File: src/rtl/core/pfd_pkg.sv
// ----------------------------------------------------------------------------
// pfd_pkg: shared constants and types of the phi accrual failure detector
// Field widths, the log10(e) scale factor, register reset value and the
// sequencer state encoding.
// ----------------------------------------------------------------------------
package pfd_pkg;

  // default number of intervals held in the window
  localparam int unsigned WINDOW = 16;

  // field widths
  localparam int unsigned TIME_W = 48;
  localparam int unsigned IV_W   = 32;
  localparam int unsigned THR_W  = 16;

  // threshold is Q8.8, the product is compared against Q32 scaled terms,
  // so the threshold side carries 2^24 extra
  localparam int unsigned THR_SHIFT = 24;

  // log10(e) in Q32, fits 31 bits
  localparam int unsigned LOG10E_W = 31;
  localparam logic [LOG10E_W-1:0] LOG10E_Q32 = 31'd1865280597;

  // threshold reset value, 8.0 in Q8.8
  localparam logic [THR_W-1:0] THR_RESET = 16'd2048;

  // command codes
  localparam logic CMD_BEAT  = 1'b0;
  localparam logic CMD_CHECK = 1'b1;

  // sequencer states, one-hot
  typedef enum logic [3:0] {
    S_IDLE = 4'b0001,
    S_BEAT = 4'b0010,
    S_RUN  = 4'b0100,
    S_DONE = 4'b1000
  } state_e;

endpackage

File: src/rtl/core/pfd_ram.sv
// ----------------------------------------------------------------------------
// pfd_ram: generic single write port RAM with registered read
// One write and one read address per cycle, read data in the cycle after the address.
// ----------------------------------------------------------------------------
module pfd_ram #(
  parameter int unsigned Width = 32,
  parameter int unsigned Depth = 16
) (
  input  logic                     clk_i,
  input  logic                     we_i,
  input  logic [$clog2(Depth)-1:0] waddr_i,
  input  logic [Width-1:0]         wdata_i,
  input  logic [$clog2(Depth)-1:0] raddr_i,
  output logic [Width-1:0]         rdata_o
);

  logic [Width-1:0] mem_q [Depth];

  // write port
  always_ff @(posedge clk_i) begin
    if (we_i) begin
      mem_q[waddr_i] <= wdata_i;
    end
  end

  // registered read port
  always_ff @(posedge clk_i) begin
    rdata_o <= mem_q[raddr_i];
  end

endmodule

File: src/rtl/core/phi_accrual_failure_detector.sv
// ----------------------------------------------------------------------------
// phi_accrual_failure_detector: heartbeat interval tracker and suspicion check
//
//   channel | direction | handshake               | payload
//   --------+-----------+-------------------------+-----------------------------
//   in      | input     | in_valid_i / in_stall_o | command_i, time_usec_i
//   out     | output    | out_valid_o/out_stall_i | suspect_o, intervals_held_o
//   cfg     | input     | cfg_valid_i/cfg_ready_o | cfg_data_i (phi_threshold_q8)
//
// One item at a time. A heartbeat passes the beat state to its result
// (straight to it while no heartbeat time is stored); an interval update
// reads the oldest ring entry through the registered RAM port. A check with
// no interval or a zero sum goes straight to the result. Other checks form
// both products of the cross-multiplied compare bit-serially over LW =
// 48 + 31 + clog2(Window + 1) bits (84 at Window 16), one product bit per
// cycle, compared lsb first. Reset clears the window at once (count and
// sum), no clearing pass. A finished result waits in the output register
// while the next beat is taken; the result state holds while that is stalled.
// ----------------------------------------------------------------------------
module phi_accrual_failure_detector #(
  parameter int unsigned Window = pfd_pkg::WINDOW
) (
  input  logic                               clk_i,
  input  logic                               rst_ni,
  // input items
  input  logic                               in_valid_i,
  output logic                               in_stall_o,
  input  logic                               command_i,
  input  logic [pfd_pkg::TIME_W-1:0]         time_usec_i,
  // results
  output logic                               out_valid_o,
  input  logic                               out_stall_i,
  output logic                               suspect_o,
  output logic [$clog2(Window+1)-1:0]        intervals_held_o,
  // threshold register write
  input  logic                               cfg_valid_i,
  output logic                               cfg_ready_o,
  input  logic [pfd_pkg::THR_W-1:0]          cfg_data_i
);

  localparam int unsigned CntW   = $clog2(Window + 1);
  localparam int unsigned SlotW  = $clog2(Window);
  localparam int unsigned SumW   = pfd_pkg::IV_W + $clog2(Window);
  localparam int unsigned KW     = pfd_pkg::LOG10E_W + CntW;
  localparam int unsigned LW     = pfd_pkg::TIME_W + KW;
  localparam int unsigned MrW    = pfd_pkg::THR_W + pfd_pkg::THR_SHIFT;
  localparam int unsigned BitCntW = $clog2(LW);

  pfd_pkg::state_e state_q, state_d;

  logic [pfd_pkg::THR_W-1:0]  thr_q;
  logic [SlotW-1:0]           slot_q, slot_d;
  logic [CntW-1:0]            count_q, count_d;
  logic [SumW-1:0]            sum_q, sum_d;
  logic [pfd_pkg::TIME_W-1:0] last_q, last_d;
  logic                       out_valid_q, out_valid_d;

  // datapath registers
  logic [pfd_pkg::IV_W-1:0]   iv_q, iv_d;
  logic [KW-1:0]              k_q, k_d;
  logic [pfd_pkg::TIME_W-1:0] ml_q, ml_d;
  logic [KW-1:0]              accl_q, accl_d;
  logic [MrW-1:0]             mr_q, mr_d;
  logic [SumW-1:0]            accr_q, accr_d;
  logic                       gt_q, gt_d;
  logic [BitCntW-1:0]         bit_cnt_q, bit_cnt_d;
  logic                       res_q, res_d;
  logic                       suspect_q;
  logic [CntW-1:0]            held_q;

  logic                       accept;
  logic                       out_load;
  logic [pfd_pkg::TIME_W-1:0] diff;
  logic [pfd_pkg::IV_W-1:0]   iv_sat;
  logic                       full;
  logic [KW:0]                suml;
  logic [SumW:0]              sumr;
  logic                       l_bit;
  logic                       r_bit;
  logic                       ram_we;
  logic [pfd_pkg::IV_W-1:0]   ram_rdata;

  assign cfg_ready_o      = 1'b1;
  assign in_stall_o       = (state_q != pfd_pkg::S_IDLE);
  assign accept           = in_valid_i && !in_stall_o;
  assign out_valid_o      = out_valid_q;
  assign suspect_o        = suspect_q;
  assign intervals_held_o = held_q;
  assign full             = (count_q == CntW'(Window));

  // time since the last beat, saturated to an interval
  assign diff   = time_usec_i - last_q;
  assign iv_sat = (|diff[pfd_pkg::TIME_W-1:pfd_pkg::IV_W]) ? '1 : diff[pfd_pkg::IV_W-1:0];

  // one step of each serial multiplier, product bits leave lsb first
  assign suml  = {1'b0, accl_q} + (ml_q[0] ? {1'b0, k_q} : '0);
  assign sumr  = {1'b0, accr_q} + (mr_q[0] ? {1'b0, sum_q} : '0);
  assign l_bit = suml[0];
  assign r_bit = sumr[0];

  // interval ring
  pfd_ram #(
    .Width (pfd_pkg::IV_W),
    .Depth (Window)
  ) u_ring (
    .clk_i   (clk_i),
    .we_i    (ram_we),
    .waddr_i (slot_q),
    .wdata_i (iv_q),
    .raddr_i (slot_q),
    .rdata_o (ram_rdata)
  );

  assign out_load = (state_q == pfd_pkg::S_DONE) && (!out_valid_q || !out_stall_i);

  // sequencer and datapath next state
  always_comb begin
    state_d   = state_q;
    slot_d    = slot_q;
    count_d   = count_q;
    sum_d     = sum_q;
    last_d    = last_q;
    iv_d      = iv_q;
    k_d       = k_q;
    ml_d      = ml_q;
    accl_d    = accl_q;
    mr_d      = mr_q;
    accr_d    = accr_q;
    gt_d      = gt_q;
    bit_cnt_d = bit_cnt_q;
    res_d     = res_q;
    ram_we    = 1'b0;

    case (state_q)
      pfd_pkg::S_IDLE: begin
        // count times log10(e), kept ready for a check
        k_d = KW'(count_q) * KW'(pfd_pkg::LOG10E_Q32);
        if (accept) begin
          res_d = 1'b0;
          if (command_i == pfd_pkg::CMD_BEAT) begin
            last_d = time_usec_i;
            if (last_q == '0) begin
              state_d = pfd_pkg::S_DONE;
            end else begin
              iv_d    = iv_sat;
              state_d = pfd_pkg::S_BEAT;
            end
          end else begin
            if (count_q == '0 || sum_q == '0) begin
              state_d = pfd_pkg::S_DONE;
            end else begin
              ml_d      = diff;
              accl_d    = '0;
              mr_d      = {thr_q, {pfd_pkg::THR_SHIFT{1'b0}}};
              accr_d    = '0;
              gt_d      = 1'b0;
              bit_cnt_d = BitCntW'(LW - 1);
              state_d   = pfd_pkg::S_RUN;
            end
          end
        end
      end
      pfd_pkg::S_BEAT: begin
        // drop the oldest interval once the window is full
        sum_d  = sum_q - (full ? SumW'(ram_rdata) : '0) + SumW'(iv_q);
        ram_we = 1'b1;
        slot_d = (slot_q == SlotW'(Window - 1)) ? '0 : slot_q + 1'b1;
        if (!full) begin
          count_d = count_q + 1'b1;
        end
        state_d = pfd_pkg::S_DONE;
      end
      pfd_pkg::S_RUN: begin
        // shift-add step on both sides, compare lsb first
        accl_d = suml[KW:1];
        ml_d   = ml_q >> 1;
        accr_d = sumr[SumW:1];
        mr_d   = mr_q >> 1;
        if (l_bit != r_bit) begin
          gt_d = l_bit;
        end
        if (bit_cnt_q == '0) begin
          res_d   = gt_d;
          state_d = pfd_pkg::S_DONE;
        end else begin
          bit_cnt_d = bit_cnt_q - 1'b1;
        end
      end
      pfd_pkg::S_DONE: begin
        if (out_load) begin
          state_d = pfd_pkg::S_IDLE;
        end
      end
      default: begin
        state_d = pfd_pkg::S_IDLE;
      end
    endcase
  end

  // output register valid
  always_comb begin
    out_valid_d = out_valid_q;
    if (out_load) begin
      out_valid_d = 1'b1;
    end else if (!out_stall_i) begin
      out_valid_d = 1'b0;
    end
  end

  // control state
  always_ff @(posedge clk_i or negedge rst_ni) begin
    if (!rst_ni) begin
      state_q     <= pfd_pkg::S_IDLE;
      thr_q       <= pfd_pkg::THR_RESET;
      slot_q      <= '0;
      count_q     <= '0;
      sum_q       <= '0;
      last_q      <= '0;
      out_valid_q <= 1'b0;
    end else begin
      state_q     <= state_d;
      slot_q      <= slot_d;
      count_q     <= count_d;
      sum_q       <= sum_d;
      last_q      <= last_d;
      out_valid_q <= out_valid_d;
      if (cfg_valid_i) begin
        thr_q <= cfg_data_i;
      end
    end
  end

  // datapath and result payload
  always_ff @(posedge clk_i) begin
    iv_q      <= iv_d;
    k_q       <= k_d;
    ml_q      <= ml_d;
    accl_q    <= accl_d;
    mr_q      <= mr_d;
    accr_q    <= accr_d;
    gt_q      <= gt_d;
    bit_cnt_q <= bit_cnt_d;
    res_q     <= res_d;
    if (out_load) begin
      suspect_q <= res_q;
      held_q    <= count_q;
    end
  end

endmodule
File: config.mk
export PLATFORM = sky130hd
export DESIGN_NAME = phi_accrual_failure_detector
export DESIGN_NICKNAME = d
export VERILOG_FILES = /design/src/rtl/core/pfd_pkg.sv /design/src/rtl/core/pfd_ram.sv /design/src/rtl/core/phi_accrual_failure_detector.sv
export SDC_FILE = /design/constraint.sdc
export NUM_CORES = 2
export LEC_CHECK = 0
export BUFFER_PORTS_ARGS = -buffer_cell sky130_fd_sc_hd__buf_2
export CORE_MARGIN = 2
export CORE_UTILIZATION = 25
export DETAILED_ROUTE_END_ITERATION = 10
export GPL_ROUTABILITY_DRIVEN = 0
export SLEW_MARGIN = 20
export SYNTH_ARGS = -nofsm -noshare
export SYNTH_HDL_FRONTEND = slang
export SYNTH_HIERARCHICAL = 1
export SYNTH_SLANG_ARGS = --single-unit
File: constraint.sdc
create_clock -name clk_i -period 13.6 [get_ports clk_i]
set_input_delay 0.68 -clock clk_i [delete_from_list [all_inputs] [get_ports clk_i]]
set_output_delay 0.68 -clock clk_i [all_outputs]
set_load 0.01 [all_outputs]
# Word level (Yosys, flattened, before mapping)
# Memory sizes are Yosys's and may differ from the RTL's. A register that Yosys moved wholly into a read port is not among the register bits.
# Cells that the tools add are included.
# op_classes
muxes	42
reduce_logical	20
bitwise_logic	3
eq_ne	15
add_sub_neg	8
multipliers	1
# op_table
op	n
two-way mux 36 bit	5
two-way mux 48 bit	3
one-hot mux 36 bit (2 select lines)	2
two-way mux 40 bit	3
one-hot mux 48 bit (2 select lines)	1
one-hot mux 40 bit (2 select lines)	1
adder 36 x 36 -> 37 bit	2
zero test 48 bit	1
subtractor 48 bit	1
adder 36 x 32 -> 36 bit	1
zero test 36 bit	1
multiplier 5 x 31 -> 36 bit, second input constant	1
subtractor 36 x 32 -> 36 bit	1
two-way mux 32 bit	1
two-way mux 4 bit	7
two-way mux 7 bit	4
one-hot mux 4 bit (4 select lines)	1
OR reduction 16 bit	1
one-hot mux 7 bit (2 select lines)	1
inequality test 2 bit, second input constant	6
two-way mux 1 bit	11
AND reduction 3 bit	3
== test 4 bit, second input constant	2
AND reduction 4 bit	2
other kinds (20)	27
# totals
output_inout_bits	9
wordCells	108
reg_bits	357
mem_count	1
ram_bits	512
# memory_table
memory	depth	width	read_ports	rd_ports_with_merged_regs	write_ports	line_no	rtl
u_ring.mem_q	16	32	1	1	1	pfd_ram.sv:17	logic [Width-1:0] mem_q [Depth];

# Logic depth before layout (Yosys ltp)
# logic_depth
depth_word	6
ltp_mapped	19
ltp_nobuf	19

# Hierarchy
# The synthesis kept the hierarchy.
# by_module_without_submodules
mod	cells_per_inst	area_per_inst_um2	n_inst
phi_accrual_failure_detector	2598	25116.6	1
pfd_ram	838	19835.3	1

# Least setup slack after synthesis
# No wires, ideal clock.
# synth_path
path_kind	register to register
startpoint	reg state_q[1]
endpoint	reg accl_q[0] (enable)
slack_ns	1.085
period_less_slack_ns	12.515
t_required_ns	12.917
path_stages_with_launch	5
path_buffers	1
setup_time_ns	0.683
arrival_time_ns	11.833
cell_sequence	dfrtp_1 -> clkbuf_1 -> nor4b_1 -> a21oi_1 -> nor2_1
# synth_between
elab_chain_len	5
word_cells_on_any_way	10
classes_between	6 x eq/ne; 4 x reduce/logical
# synth_rtl
item	line_no	rtl
start: declaration	phi_accrual_failure_detector.sv:49	pfd_pkg::state_e state_q, state_d;
start signal: assignment	phi_accrual_failure_detector.sv:213	state_q <= pfd_pkg::S_IDLE;
start signal: assignment	phi_accrual_failure_detector.sv:221	state_q <= state_d;
inequality test 4 x 1 -> 1 bit	phi_accrual_failure_detector.sv:84	assign in_stall_o = (state_q != pfd_pkg::S_IDLE);
zero test 1 bit	phi_accrual_failure_detector.sv:85	assign accept = in_valid_i && !in_stall_o;
logical AND 1 bit	phi_accrual_failure_detector.sv:85	
inequality test 2 bit (no line)	--	
AND reduction 4 bit (no line) *	--	
end signal: assignment	phi_accrual_failure_detector.sv:238	accl_q <= accl_d;
end: declaration	phi_accrual_failure_detector.sv:62	logic [KW-1:0] accl_q, accl_d;
# Mark *: on every way between the ends. The rest lies on a longest branch, timed or not.
# A chain may end at the register's enable or synchronous reset.

# Worst setup path after layout
# layout_path
startpoint	reg count_q[0]
endpoint	reg sum_q[34]
# layout_between
elab_chain_len	4
# layout_rtl
item	line_no	rtl
start: declaration	phi_accrual_failure_detector.sv:53	logic [CntW-1:0] count_q, count_d;
start signal: assignment	phi_accrual_failure_detector.sv:223	count_q <= count_d;
== test 5 bit	phi_accrual_failure_detector.sv:89	assign full = (count_q == CntW'(Window));
two-way mux 32 bit	phi_accrual_failure_detector.sv:165	sum_d = sum_q - (full ? SumW'(ram_rdata) : '0) + SumW'(iv_q);
subtractor 36 x 32 -> 36 bit	phi_accrual_failure_detector.sv:165	
adder 36 x 32 -> 36 bit	phi_accrual_failure_detector.sv:165	
end signal: assignment	phi_accrual_failure_detector.sv:224	sum_q <= sum_d;
end: declaration	phi_accrual_failure_detector.sv:54	logic [SumW-1:0] sum_q, sum_d;
# Every way passes these cells.

==> impl_metrics.tcl <==
set metrics [dict create \
    drtIter0Drc 2225 \
    h-tree-depth 3 \
    async_reset_ff_share_pct 12.65 \
    clkTransAtPathRegs_ns 0.06 \
    cts_hold_buf 0 \
    leakage_nw 18.98 \
    die_w_um 428.0 \
    avgSynthCellArea_um2 13.08 \
    die_h_um 428.0 \
    grt_pass1_vias 27195 \
    cts_buffers 98 \
    clk_latency_ns 0.68 \
    cellPowerDensity_nw_per_um2 205.0 \
    regArea_um2 26180 \
    syn_to_final_growth_pct 14.67 \
    layout_setup_ws_ns 7.702 \
    clk_path_buf_depth 3 \
    core_area_um2 178600 \
    crit_fanout 33 \
    placed_area_um2 48250 \
    syn_inst 3436 \
    num_io_pins 79 \
    grt-ovfl-total 0 \
    synth_common_cells "edfxtp_1 (755), nand2_1 (273), inv_1 (265)" \
    slew_headroom_pct 30.74 \
    crit_path_top_delay_cell "dfrtp_1" \
    status "complete, no violations" \
    cap_violations 0 \
    antenna_found_initial 10 \
    finalClockSkew_ns 0.02190 \
    cts.repair.resized 0 \
    ys.flop_type "edfxtp_1" \
    fin_cells 5980 \
    synth_most_common_cell "edfxtp_1" \
    rsz0062_at_grt "no" \
    syn_nets 3774 \
    place_inst 5792 \
    dr.pass1.iters 6 \
    crit_path_end_kind "flop" \
    cp.buffers_inverters 3 \
    worstMarginPinSlew_ns 1.029 \
    worstPathRequired_ns 14.13 \
    start_kind "flop" \
    n_fill_cell 17989 \
    period_needed_ns 5.898 \
    max_freq_mhz 169.6 \
    cpMostUsedCell "ha_1" \
    pre_cts_slack_ns 7.661 \
    hold_path_class "input pin to asynchronous set/reset pin" \
    synth_seq_area_share_pct 58.21 \
    wire_per_inst_um 17.88 \
    synth_edf_count 755 \
    hold_viol 0 \
    ant_nets 0 \
    synth.area.top_cells "edfxtp_1 (50%), mux4_2 (6.4%), dfrtp_1 (6.2%), ha_1 (5.9%), fa_1 (2.4%)" \
    grtUsageTotal_pct 11.39 \
    tns_ns 0 \
    yosysTopAreaCell "edfxtp_1" \
    tritoncts "yes" \
    drcViolationCount 0 \
    period_share_pct 43.36 \
    yosysWarnings 6 \
    grt_max_degree 95 \
    grt_pass1_wl_um 163500 \
    drive_above_1_share_pct 14.14 \
    yosysUniqueCellTypes 82 \
    ir_drop_uv 135.1 \
    fp-row-count 155 \
    slew_violations 0 \
    ys_seq_elements 901 \
    synth_top_cell_area_share_pct 50.44 \
    multi_input_area_um2 17430 \
    setup_violations 0 \
    numPortBuffers 77 \
    dieArea_um2 183200 \
    fin_area_um2 51550 \
    num-nets-final 3875 \
    root_buffer "clkbuf_16" \
    cp.arrival_ns 6.43 \
    drt_wl_total_um 106900 \
    start_util_pct 25.17 \
    cts_setup_buffers 0 \
    critPathKind "flop to flop" \
    cp_top_family "compound AO/OA/AOI/OAI gates" \
    cp_cell_sequence "inv_1, ha_1, and3_1, buf_4, and2_1, ha_1, inv_1, ha_1, fa_1, a21o_1, a21oi_2, o21ai_0, a211o_1, o41a_1, a221o_1, a311o_1, a21oi_1, o31ai_1, xnor2_1, o21ai_1" \
    num_vias 27514 \
    hpwlAfterDp_um 70280 \
    vias_per_cell 4.601 \
    cpPeakStageDelay_ns 0.65 \
    cts_sinks 901 \
    netlist_area_um2 44950 \
]
registers in the layout (all words and copies together) (netlist names), 32 cells and up:
signal and cells:
u_ring/mem_q 512, accr_q 36, sum_q 36, iv_q 32, ml_q 48, k_q 36
u_ring/rdata_o 32, last_q 48, accl_q 36, mr_q 40
routing by layer:
layer  part of all wire, %  GRT usage [%]
met2                    49          19.50
met4                   2.7          3.627
met3                   4.9          1.601
met1                    43          14.83
met5                 0.036              0
worst register-to-register path: cells and delay by family, from the launching register on:
kind / cells / cell delay (ns)
buffers and inverters: 3 / 0.73
adders and majority gates: 4 / 1.31
AOI/OAI and AO/OA: 10 / 2.55
and+or+nand+nor: 2 / 0.36
DFF: 1 / 0.65
xor gates and xnor gates: 1 / 0.15
area by class of cell:
| cell class | count | share of cell area, % |
|---|---|---|
| flip-flops and latches | 901 | 50.78 |
| repair buffers | 118 | 1.357 |
| well taps | 2355 | 5.716 |
| multi-input cells | 2152 | 33.81 |
| inverters | 266 | 1.937 |
| clock buffers | 135 | 5.323 |
| diodes | 5 | 0.02427 |
| clock inverters | 48 | 1.056 |
power breakdown:
group / leakage (nW) / switching (mW) / internal [mW]
clock: 1.59 / 1.11 / 1.59
combinational: 9.03 / 2.29 / 1.64
sequential: 8.37 / 0.319 / 3.62
total: 19.0 / 3.72 / 6.85
final timing paths:
kind / from / endpoint / slack (ns) / cells after the start
setup / recovery: count_q[0]$_DFFE_PN0P_ / sum_q[34]$_DFFE_PN0P_ / 7.70 / 20
hold / removal: rst_ni / last_q[28]$_DFFE_PN0P_ / 0.01 / 1
setup reg to reg: count_q[0]$_DFFE_PN0P_ / sum_q[34]$_DFFE_PN0P_ / 7.70 / 20
hold reg to reg: res_q$_DFFE_PP_ / suspect_o$_DFFE_PP_ / 0.42 / 0
max in group asynchronous: rst_ni / slot_q[0]$_DFFE_PN0P_ / 12.30 / 2
min in group clk_i: cfg_data_i[3] / thr_q[3]$_DFFE_PN0P_ / 0.23 / 2
metrics by stage:
stage	utilization (%)	total power, mW	hold slack (ns)
after floorplan	-	6.980	0.3844
after global placement	27.01	7.874	0.4156
after detailed placement	27.01	7.928	0.4127
after CTS	28.85	10.66	0.01707
after global routing	28.86	11.26	0.05441
final	28.86	10.57	0.01244
cells in the final DEF, fill, tap and decap left out, drive strengths merged, types with 32 or more instances in the layout:
cell type  count
edfxtp       755
nand2        273
inv          267
ha           213
nor2         179
o21ai        175
a21oi        167
and2         137
clkbuf       135
mux4         128
buf          118
dfrtp        112
xnor2         96
a21o          82
xor2          68
a22oi         65
nand3         64
mux2          62
fa            55
nor3          41
nand2b        35
dfxtp         32
clkinv        32
cells by family (layout without fill, tap and decap cells):
kind of cell	after synthesis	in the layout	share of synthesized area [%]
mux	190	190	7.966
other cells	1	6	0.008342
simple gates	863	863	9.394
fa+ha+maj	268	268	8.378
flops	901	901	58.21
xor+xnor	164	164	3.195
buf+inv	383	567	3.376
compound gates	666	666	9.469
No activity file was read; power rests on OpenSTA's default activity.
